File: src/rtl/core/sensor_tag_advert_decoder_top_defines.svh
// Assertion helpers for the sensor tag decoder
`ifndef SENSOR_TAG_ADVERT_DECODER_TOP_DEFINES_SVH
`define SENSOR_TAG_ADVERT_DECODER_TOP_DEFINES_SVH

`ifndef SYNTHESIS
`define STAD_ASSERT_IMP(label, clk, rst_n, ante, cons) \
    label: assert property (@(posedge clk) disable iff (!rst_n) (ante) |-> (cons)) \
        else $error("stad implication check failed");
`define STAD_ASSERT_NXT(label, clk, rst_n, ante, cons) \
    label: assert property (@(posedge clk) disable iff (!rst_n) (ante) |=> (cons)) \
        else $error("stad next-cycle check failed");
`else
`define STAD_ASSERT_IMP(label, clk, rst_n, ante, cons)
`define STAD_ASSERT_NXT(label, clk, rst_n, ante, cons)
`endif

`endif

File: src/rtl/core/stad_pkg.sv
package stad_pkg;

    localparam int STORE_DEPTH = 26;
    localparam int CNT_W       = 5;
    localparam int DATA_W      = 192;

    localparam logic [CNT_W-1:0] COUNT_MAX = 5'd31;
    localparam logic [CNT_W-1:0] FMT3_LEN  = 5'd16;
    localparam logic [CNT_W-1:0] FMT5_LEN  = 5'd26;
    localparam logic [CNT_W-1:0] STORE_LIM = 5'd26;

    localparam logic [15:0] COMPANY_ID_RESET = 16'h9904;
    localparam logic [7:0]  FMT3_CODE        = 8'd3;
    localparam logic [7:0]  FMT5_CODE        = 8'd5;
    localparam logic [16:0] PRESSURE_OFFSET  = 17'd50000;
    localparam logic [15:0] BATT_OFFSET      = 16'd1600;
    localparam logic [6:0]  TX_OFFSET        = 7'd40;
    localparam logic [15:0] FMT3_SCALE       = 16'd200;

    typedef enum logic [2:0] {
        ST_FMT3_OK    = 3'd0,
        ST_FMT5_OK    = 3'd1,
        ST_TOO_SHORT  = 3'd2,
        ST_WRONG_ID   = 3'd3,
        ST_WRONG_LEN  = 3'd4,
        ST_UNKNOWN_FM = 3'd5
    } status_t;

    typedef struct packed {
        logic [47:0] mac_address;
        logic [15:0] sequence_number;
        logic [7:0]  movement_count;
        logic [6:0]  tx_power_dbm;
        logic [15:0] battery_mv;
        logic [15:0] accel_z;
        logic [15:0] accel_y;
        logic [15:0] accel_x;
        logic [16:0] pressure;
        logic [15:0] humidity;
        logic [15:0] temperature;
    } meas_t;

endpackage

File: src/rtl/core/sensor_tag_advert_decoder_top.sv
// Sensor tag manufacturer-data decoder (formats 3 and 5).
// Throughput: one byte per cycle while s_tready is high; bytes are stored in a
//   26-entry register file. After the last byte is accepted, pend_reg marks a decode
//   as pending, and the decode result is loaded into the output register once it is free.
//   A stalled output holds back tready only for the byte following a pending decode.
// Reset: aresetn synchronous, active low; clears count and valid flags, loads default ID.
`include "sensor_tag_advert_decoder_top_defines.svh"

module sensor_tag_advert_decoder_top
    import stad_pkg::*;
(
    input  logic              aclk,
    input  logic              aresetn,
    input  logic              cfg_we,
    input  logic [15:0]       cfg_wdata,
    input  logic              s_tvalid,
    output logic              s_tready,
    input  logic [7:0]        s_tdata,   // [7:0] packet_byte
    input  logic              s_tlast,   // last_byte
    output logic              m_tvalid,
    input  logic              m_tready,
    // [15:0] temperature, [31:16] humidity, [48:32] pressure, [64:49] accel_x,
    // [80:65] accel_y, [96:81] accel_z, [112:97] battery_mv, [119:113] tx_power_dbm,
    // [127:120] movement_count, [143:128] sequence_number, [191:144] mac_address
    output logic [DATA_W-1:0] m_tdata,
    output logic [2:0]        m_tuser    // [2:0] status
);

    logic [7:0]       store_reg [STORE_DEPTH];
    logic [CNT_W-1:0] count_reg, count_next;
    logic [CNT_W-1:0] len_reg;
    logic             pend_reg, pend_next;
    logic [15:0]      company_id_reg;
    logic             out_valid_reg, out_valid_next;
    status_t          status_reg, status_next;
    meas_t            meas_reg, meas_next;

    logic             in_acc;
    logic             load;
    logic [CNT_W-1:0] len_now;
    logic             out_err;

    assign load     = pend_reg && (!out_valid_reg || m_tready);
    // hold the next byte while a decode waits, it would overwrite the store
    assign s_tready = !pend_reg || load;
    assign in_acc   = s_tvalid && s_tready;
    assign len_now  = (count_reg < COUNT_MAX) ? count_reg + 5'd1 : COUNT_MAX;

    always_comb begin
        count_next = count_reg;
        pend_next  = pend_reg;
        if (load) begin
            pend_next = 1'b0;
        end
        if (in_acc) begin
            if (s_tlast) begin
                count_next = '0;
                pend_next  = 1'b1;
            end else begin
                count_next = len_now;
            end
        end
    end

    always_ff @(posedge aclk) begin
        if (in_acc && (count_reg < STORE_LIM)) begin
            store_reg[count_reg] <= s_tdata;
        end
        if (in_acc && s_tlast) begin
            len_reg <= len_now;
        end
    end

    function automatic logic [15:0] get_u16(input logic [7:0] hi, input logic [7:0] lo);
        return {hi, lo};
    endfunction

    logic [15:0] f3_mag;
    logic [15:0] f5_power;
    logic [6:0]  f5_tx;

    always_comb begin
        f3_mag   = 16'(store_reg[4][6:0]) * FMT3_SCALE + {7'd0, store_reg[5], 1'b0};
        f5_power = get_u16(store_reg[15], store_reg[16]);
        f5_tx    = {1'b0, f5_power[4:0], 1'b0} - TX_OFFSET;
        meas_next   = '0;
        status_next = ST_UNKNOWN_FM;
        if (len_reg < 5'd2) begin
            status_next = ST_TOO_SHORT;
        end else if (get_u16(store_reg[0], store_reg[1]) != company_id_reg) begin
            status_next = ST_WRONG_ID;
        end else if (len_reg < 5'd3) begin
            status_next = ST_UNKNOWN_FM;
        end else if (store_reg[2] == FMT3_CODE) begin
            if (len_reg != FMT3_LEN) begin
                status_next = ST_WRONG_LEN;
            end else begin
                status_next           = ST_FMT3_OK;
                meas_next.temperature = store_reg[4][7] ? (16'd0 - f3_mag) : f3_mag;
                meas_next.humidity    = 16'(store_reg[3]) * FMT3_SCALE;
                meas_next.pressure    = {1'b0, get_u16(store_reg[6], store_reg[7])}
                                        + PRESSURE_OFFSET;
                meas_next.accel_x     = get_u16(store_reg[8], store_reg[9]);
                meas_next.accel_y     = get_u16(store_reg[10], store_reg[11]);
                meas_next.accel_z     = get_u16(store_reg[12], store_reg[13]);
                meas_next.battery_mv  = get_u16(store_reg[14], store_reg[15]);
            end
        end else if (store_reg[2] == FMT5_CODE) begin
            if (len_reg != FMT5_LEN) begin
                status_next = ST_WRONG_LEN;
            end else begin
                status_next               = ST_FMT5_OK;
                meas_next.temperature     = get_u16(store_reg[3], store_reg[4]);
                meas_next.humidity        = get_u16(store_reg[5], store_reg[6]);
                meas_next.pressure        = {1'b0, get_u16(store_reg[7], store_reg[8])}
                                            + PRESSURE_OFFSET;
                meas_next.accel_x         = get_u16(store_reg[9], store_reg[10]);
                meas_next.accel_y         = get_u16(store_reg[11], store_reg[12]);
                meas_next.accel_z         = get_u16(store_reg[13], store_reg[14]);
                meas_next.battery_mv      = BATT_OFFSET + {5'd0, f5_power[15:5]};
                meas_next.tx_power_dbm    = f5_tx;
                meas_next.movement_count  = store_reg[17];
                meas_next.sequence_number = get_u16(store_reg[18], store_reg[19]);
                meas_next.mac_address     = {store_reg[20], store_reg[21], store_reg[22],
                                             store_reg[23], store_reg[24], store_reg[25]};
            end
        end
    end

    always_comb begin
        out_valid_next = out_valid_reg;
        if (load) begin
            out_valid_next = 1'b1;
        end else if (m_tready) begin
            out_valid_next = 1'b0;
        end
    end

    always_ff @(posedge aclk) begin
        if (!aresetn) begin
            count_reg      <= '0;
            pend_reg       <= 1'b0;
            out_valid_reg  <= 1'b0;
            company_id_reg <= COMPANY_ID_RESET;
        end else begin
            count_reg     <= count_next;
            pend_reg      <= pend_next;
            out_valid_reg <= out_valid_next;
            if (cfg_we) begin
                company_id_reg <= cfg_wdata;
            end
        end
    end

    always_ff @(posedge aclk) begin
        if (load) begin
            status_reg <= status_next;
            meas_reg   <= meas_next;
        end
    end

    assign m_tvalid = out_valid_reg;
    assign m_tdata  = meas_reg;
    assign m_tuser  = status_reg;

    assign out_err = (m_tuser != ST_FMT3_OK) && (m_tuser != ST_FMT5_OK);

    `STAD_ASSERT_NXT(a_last_sets_pend, aclk, aresetn, in_acc && s_tlast, pend_reg && count_reg == '0)
    `STAD_ASSERT_IMP(a_store_guard, aclk, aresetn, pend_reg && !load, !s_tready)
    `STAD_ASSERT_IMP(a_err_zero, aclk, aresetn, m_tvalid && out_err, m_tdata == '0)
    `STAD_ASSERT_NXT(a_load_valid, aclk, aresetn, load, m_tvalid)

endmodule
File: config.mk
export PLATFORM = sky130hd
export DESIGN_NAME = sensor_tag_advert_decoder_top
export DESIGN_NICKNAME = d
export VERILOG_FILES = /design/src/rtl/core/stad_pkg.sv /design/src/rtl/core/sensor_tag_advert_decoder_top.sv
export VERILOG_INCLUDE_DIRS = /design/src /design/src/rtl/core
export SDC_FILE = /design/constraint.sdc
export NUM_CORES = 1
export LEC_CHECK = 0
export ABC_CLOCK_PERIOD_IN_PS = 19280
export BUFFER_PORTS_ARGS = -buffer_cell sky130_fd_sc_hd__buf_2
export CAP_MARGIN = 5
export CELL_PAD_IN_SITES_DETAIL_PLACEMENT = 0
export CELL_PAD_IN_SITES_GLOBAL_PLACEMENT = 1
export CORE_UTILIZATION = 41
export DETAILED_ROUTE_END_ITERATION = 8
export GPL_ROUTABILITY_DRIVEN = 0
export PLACE_DENSITY = 0.68
export SLEW_MARGIN = 30
export SYNTH_ARGS = -nofsm -noshare
export SYNTH_HDL_FRONTEND = slang
export SYNTH_SLANG_ARGS = --single-unit
File: constraint.sdc
create_clock -name aclk -period 19.28 [get_ports aclk]
set_input_delay 2.892 -clock aclk [delete_from_list [all_inputs] [get_ports aclk]]
set_output_delay 2.892 -clock aclk [all_outputs]
set_load 0.02 [all_outputs]
---- Yosys cells after proc, flatten, opt, wreduce, memory -nomap -nowiden ----
Memories as Yosys holds them, arrays and structs flattened. A register that Yosys moved wholly into a read port is not among the register bits.
Index checks and enable logic that the tools add are counted.
storage, ports and cells
  flip-flop bits (word level) ............. 151
  output and inout port bits .............. 197
  bits in writable memories ............... 208
  memories kept ........................... 1
memory list
  memory     words  bits a word  rd ports  clocked after memory_dff  write ports  RTL line                             RTL
  store_reg  26     8            26        9                         1            sensor_tag_advert_decoder_top.sv:29  logic [7:0] store_reg [STORE_DEPTH];
operators by class
  multiplexer cells ....................... 20
  bitwise operators ....................... 1
  reduce and logical (&&, ||, !) cells .... 12
  eq/ne operators ......................... 5
  add/sub/neg operators ................... 7
  magnitude comparators ................... 4
  multiply operators ...................... 2
operators by type and width
  kind                    count
  $mux 113                3
  $mux 109                1
  $add 16x16->17 const B  2
  $add 15x9->16           1
  $mux 16                 1
  $ne 16x16->1            1
  $sub 1x16->16 const A   1
  $mux 3                  5
  $mul 8x5->13 const B    1
  $add 11x11->12 const A  1
  $mul 7x5->12 const B    1
  $lt 5x2->1 const B      2
  $lt 5x5->1 const B      2
  $mux 5                  2
  $ne 5x5->1 const B      2
  $eq 8x2->1 const B      1
  $eq 8x3->1 const B      1
  $mux 1                  8
  $sub 6x6->7 const B     1
  $reduce_or 6->1         1
  $add 5x1->5 const B     1
  $logic_and 1x1->1       4
  $reduce_or 3->1         1
  $logic_not 1->1         2
  other kinds (4)         5

---- Longest topological paths before layout ----
  depth after elaboration ................. 8
  mapped depth ............................ 15
  mapped depth without buffers ............ 15

---- Least setup slack after synthesis ----
No wires, ideal clock.
  path kind ............................... input port to flip-flop
  start ................................... input port m_tready
  end ..................................... register meas_reg (netlist bit m_tdata[0]) (enable)
  buffers on the path ..................... 0
  stages on the path ...................... 2
  setup time .............................. 0.775 ns
  path slack .............................. 6.986 ns
  arrival ................................. 11.519 ns
  cells stage by stage .................... nor2b_1 > nor2b_1
between the ends
  longest elaborated chain between the ends .. 2
RTL lines
  what                  RTL line                              RTL
  from (decl)           sensor_tag_advert_decoder_top.sv:21   input logic m_tready,
  $logic_or 1x1->1      sensor_tag_advert_decoder_top.sv:43   assign load = pend_reg && (!out_valid_reg || m_tready);
  $logic_and 1x1->1     sensor_tag_advert_decoder_top.sv:43
  named net load        sensor_tag_advert_decoder_top.sv:39   logic load;
  to (signal assigned)  sensor_tag_advert_decoder_top.sv:158  meas_reg <= meas_next;
  to (decl)             sensor_tag_advert_decoder_top.sv:36   meas_t meas_reg, meas_next;
The timed path passes the listed nets, and every way through them passes these cells.
A chain may end at the register's enable or synchronous reset.

---- Final worst setup path ----
  start ................................... input port m_tready
  end ..................................... output port s_tready
between the ends
  longest elaborated chain between the ends .. 3
RTL lines
  what               RTL line                             RTL
  $logic_or 1x1->1   sensor_tag_advert_decoder_top.sv:43
  $logic_and 1x1->1  sensor_tag_advert_decoder_top.sv:43
  $logic_or 1x1->1   sensor_tag_advert_decoder_top.sv:45  assign s_tready = !pend_reg || load;
  to (decl)          sensor_tag_advert_decoder_top.sv:17  output logic s_tready,
No other way between the ends.

==> run metrics <==
vias per cell 5.14; Final HPWL DP 26.8 mm; fin crit share 0.335; synth top area cells edfxtp_1, ha_1, a22o_1; I/O pin cnt 227; placed cell count around 1.9k; fin area 20900 um2; Synth warnings 0; met2 Use GR 0.290; Sink Count 430; final hold violations 0; share of the synthesized area in the top cell type 0.687; Layout Cells excl Fill 1999; Rows 75; leakage 7.73 nW; initial antenna violation count 1; Worst R2R Start store_reg[4][1]; GRT met1 Usage 0.258; Sw Ratio 0.208; syn nets between 1k and 1.5k; critical path capture point s_tready; Slew HR 0.435; H-tree Lvls 2; RSZ-0062 raised after global routing no; EDFF count, synth 407; drt pass-1 iters 5; Flop pwr share 0.541; Core Util, Final 0.493; hold-fix buffers at CTS 0; Layout Nets roughly 1.5k; Crit path arrival time ~3.6 ns; CP startpoint kind input pin; cells on worst reg2reg path 15; Mapped Cells 1158; Critical Path Fanout Max 4; largest net degree at the start of global routing 82; Vias 10.3k; placed inst area 19500 um2; status completed; die area 44200 um2; Synth async-reset ratio 0; fin. max-slew vios 0; Hold Crit Class flip-flop to flip-flop; first-pass GRT wire length 60.9 mm; Max Root-Sink Buffers 3; vias in the first global route 10.1k; Netlist cell types roughly 70; Total Power 1.93 mW; Slew @ Worst Pin 0.845 ns; cell-internal power 1.53 mW; gr busiest metal met2; post-synthesis cell area 17800 um2; grt ovf 0; max reg flops around 210; drt total wl 40.8 mm; gr usage total 0.184; WP data required roughly 16 ns; final setup fails 0; DR iter-0 viols 524; critical path launch point m_tready; Setup Crit Path Kind input pin to output port; Final min period 6.46 ns; M3 GR Usage 0.0308; post-synth top area cell edfxtp_1; Main synth FF type edfxtp_1; worst-skew pair later-pin latency 0.57 ns; peak supply drop 55.6 uV; number of remaining DRC errors 0; WL/cell 20.4 um; most frequent cells in the layout edfxtp_1, buf_2, and3_1; setup repair bufs after CTS 0; Max Cap Viol 0; Die Ht 210 um; layout cells sized above 1 0.222; port bufs 225; Inserted Clock Buffers 44; CTS tree built; fillers roughly 3.7k; root buffer cell clkbuf_16; Die Width 210 um; commonest non-fill, non-tap cell in the layout edfxtp_1; area added between synthesis and finish 17.6%; post-synthesis register bit count 430; CTS resizes 0; CORE AREA between 40000 and 50000 um2; Clock power frac 0.426; r2r setup slk about 15 ns; ANT nets after route 0; Sw Pwr 0.401 mW; register area share after synthesis 0.713; clock skew 0.0134 ns; Initial Util 0.419; power per standard cell area 92.1 nW/um2; clock slew at reported path FFs 0.06 ns; CP Capture Type output port; Max Clk Rate around 150 MHz; combinational power share 0.033; setup TNS 0 ns; Avg Cell Area, Syn 15.4 um2; RR Endpoint m_tdata[15]
## layout make-up
type | instances | area (um2) | share of cell area
Clock buffer | 54 | 1180 | 0.0564
Sequential cell | 430 | 12700 | 0.606
Timing Repair Buffer | 234 | 1220 | 0.0584
Tap cell | 577 | 722 | 0.0345
Inverter | 41 | 154 | 0.00735
Multi-Input combinational cell | 637 | 4760 | 0.227
Antenna cell | 1 | 2.50 | 0.000120
Clock inverter | 25 | 208 | 0.00992
## power by group through the flow
| stage | sequential [mW] | combinational, mW | clock (mW) |
|---|---|---|---|
| floorplan | 1.08 | 0.0166 | 0 |
| global placement | 1.06 | 0.0634 | 0 |
| detailed placement | 1.06 | 0.0645 | 0 |
| CTS | 1.04 | 0.0646 | 0.838 |
| global route | 1.04 | 0.0683 | 0.873 |
| finish | 1.04 | 0.0633 | 0.822 |
## metrics by stage
stage	setup slack (ns)	hold slack, ns
after floorplan	6.99	0.455
after global placement	12.81	0.486
after detailed placement	12.81	0.490
after CTS	12.81	0.514
after global routing	12.76	0.548
final	12.82	0.508
## critical path: stages
cell	delay [ns]
buf_2	0.10
nor2b_1	0.25
nand2_1	0.15
buf_2	0.18
## worst min path at each step
| stage | startpoint | cells past startpoint | endpoint |
|---|---|---|---|
| after floorplan | pend_reg | 1 | m_tvalid |
| after global placement | pend_reg | 1 | m_tvalid |
| after detailed placement | company_id_reg[12] | 2 | company_id_reg[12] |
| after CTS | pend_reg | 1 | m_tvalid |
| after global routing | company_id_reg[2] | 2 | company_id_reg[2] |
| final | pend_reg | 1 | m_tvalid |
## metal layers
metal / vias to the layer above / routed length [um]
met1: 5069 / 18700
met3: 67 / 2110
met5: - / 12
met2: 270 / 19000
li1: 4865 / -
met4: 2 / 1050
## cells in the mapped netlist, types with 8 or more instances
master	n
o21ai_0	30
o21ai_1	11
and3_1	90
inv_1	41
a22o_1	65
xor2_1	24
edfxtp_1	407
a21oi_1	13
ha_1	68
clkbuf_1	42
nand2b_1	8
nor2_1	59
dfxtp_1	23
nor2b_1	26
mux2i_1	18
nand3_1	10
xnor2_1	42
nand2_1	49
o22ai_1	14
## logic make-up after synthesis
logic type               count (synthesis)  synth area share
AO/OA/AOI/OAI                          185            0.0784
buffers and inverters                   91            0.0214
XOR/XNOR                                67            0.0334
adder cells (fa/ha/maj)                 74            0.0546
other                                    1          0.000211
multiplexers                            18            0.0101
AND/OR/NAND/NOR                        292            0.0890
flip-flops                             430             0.713
Note: power is estimated with default switching activity, not from simulation.
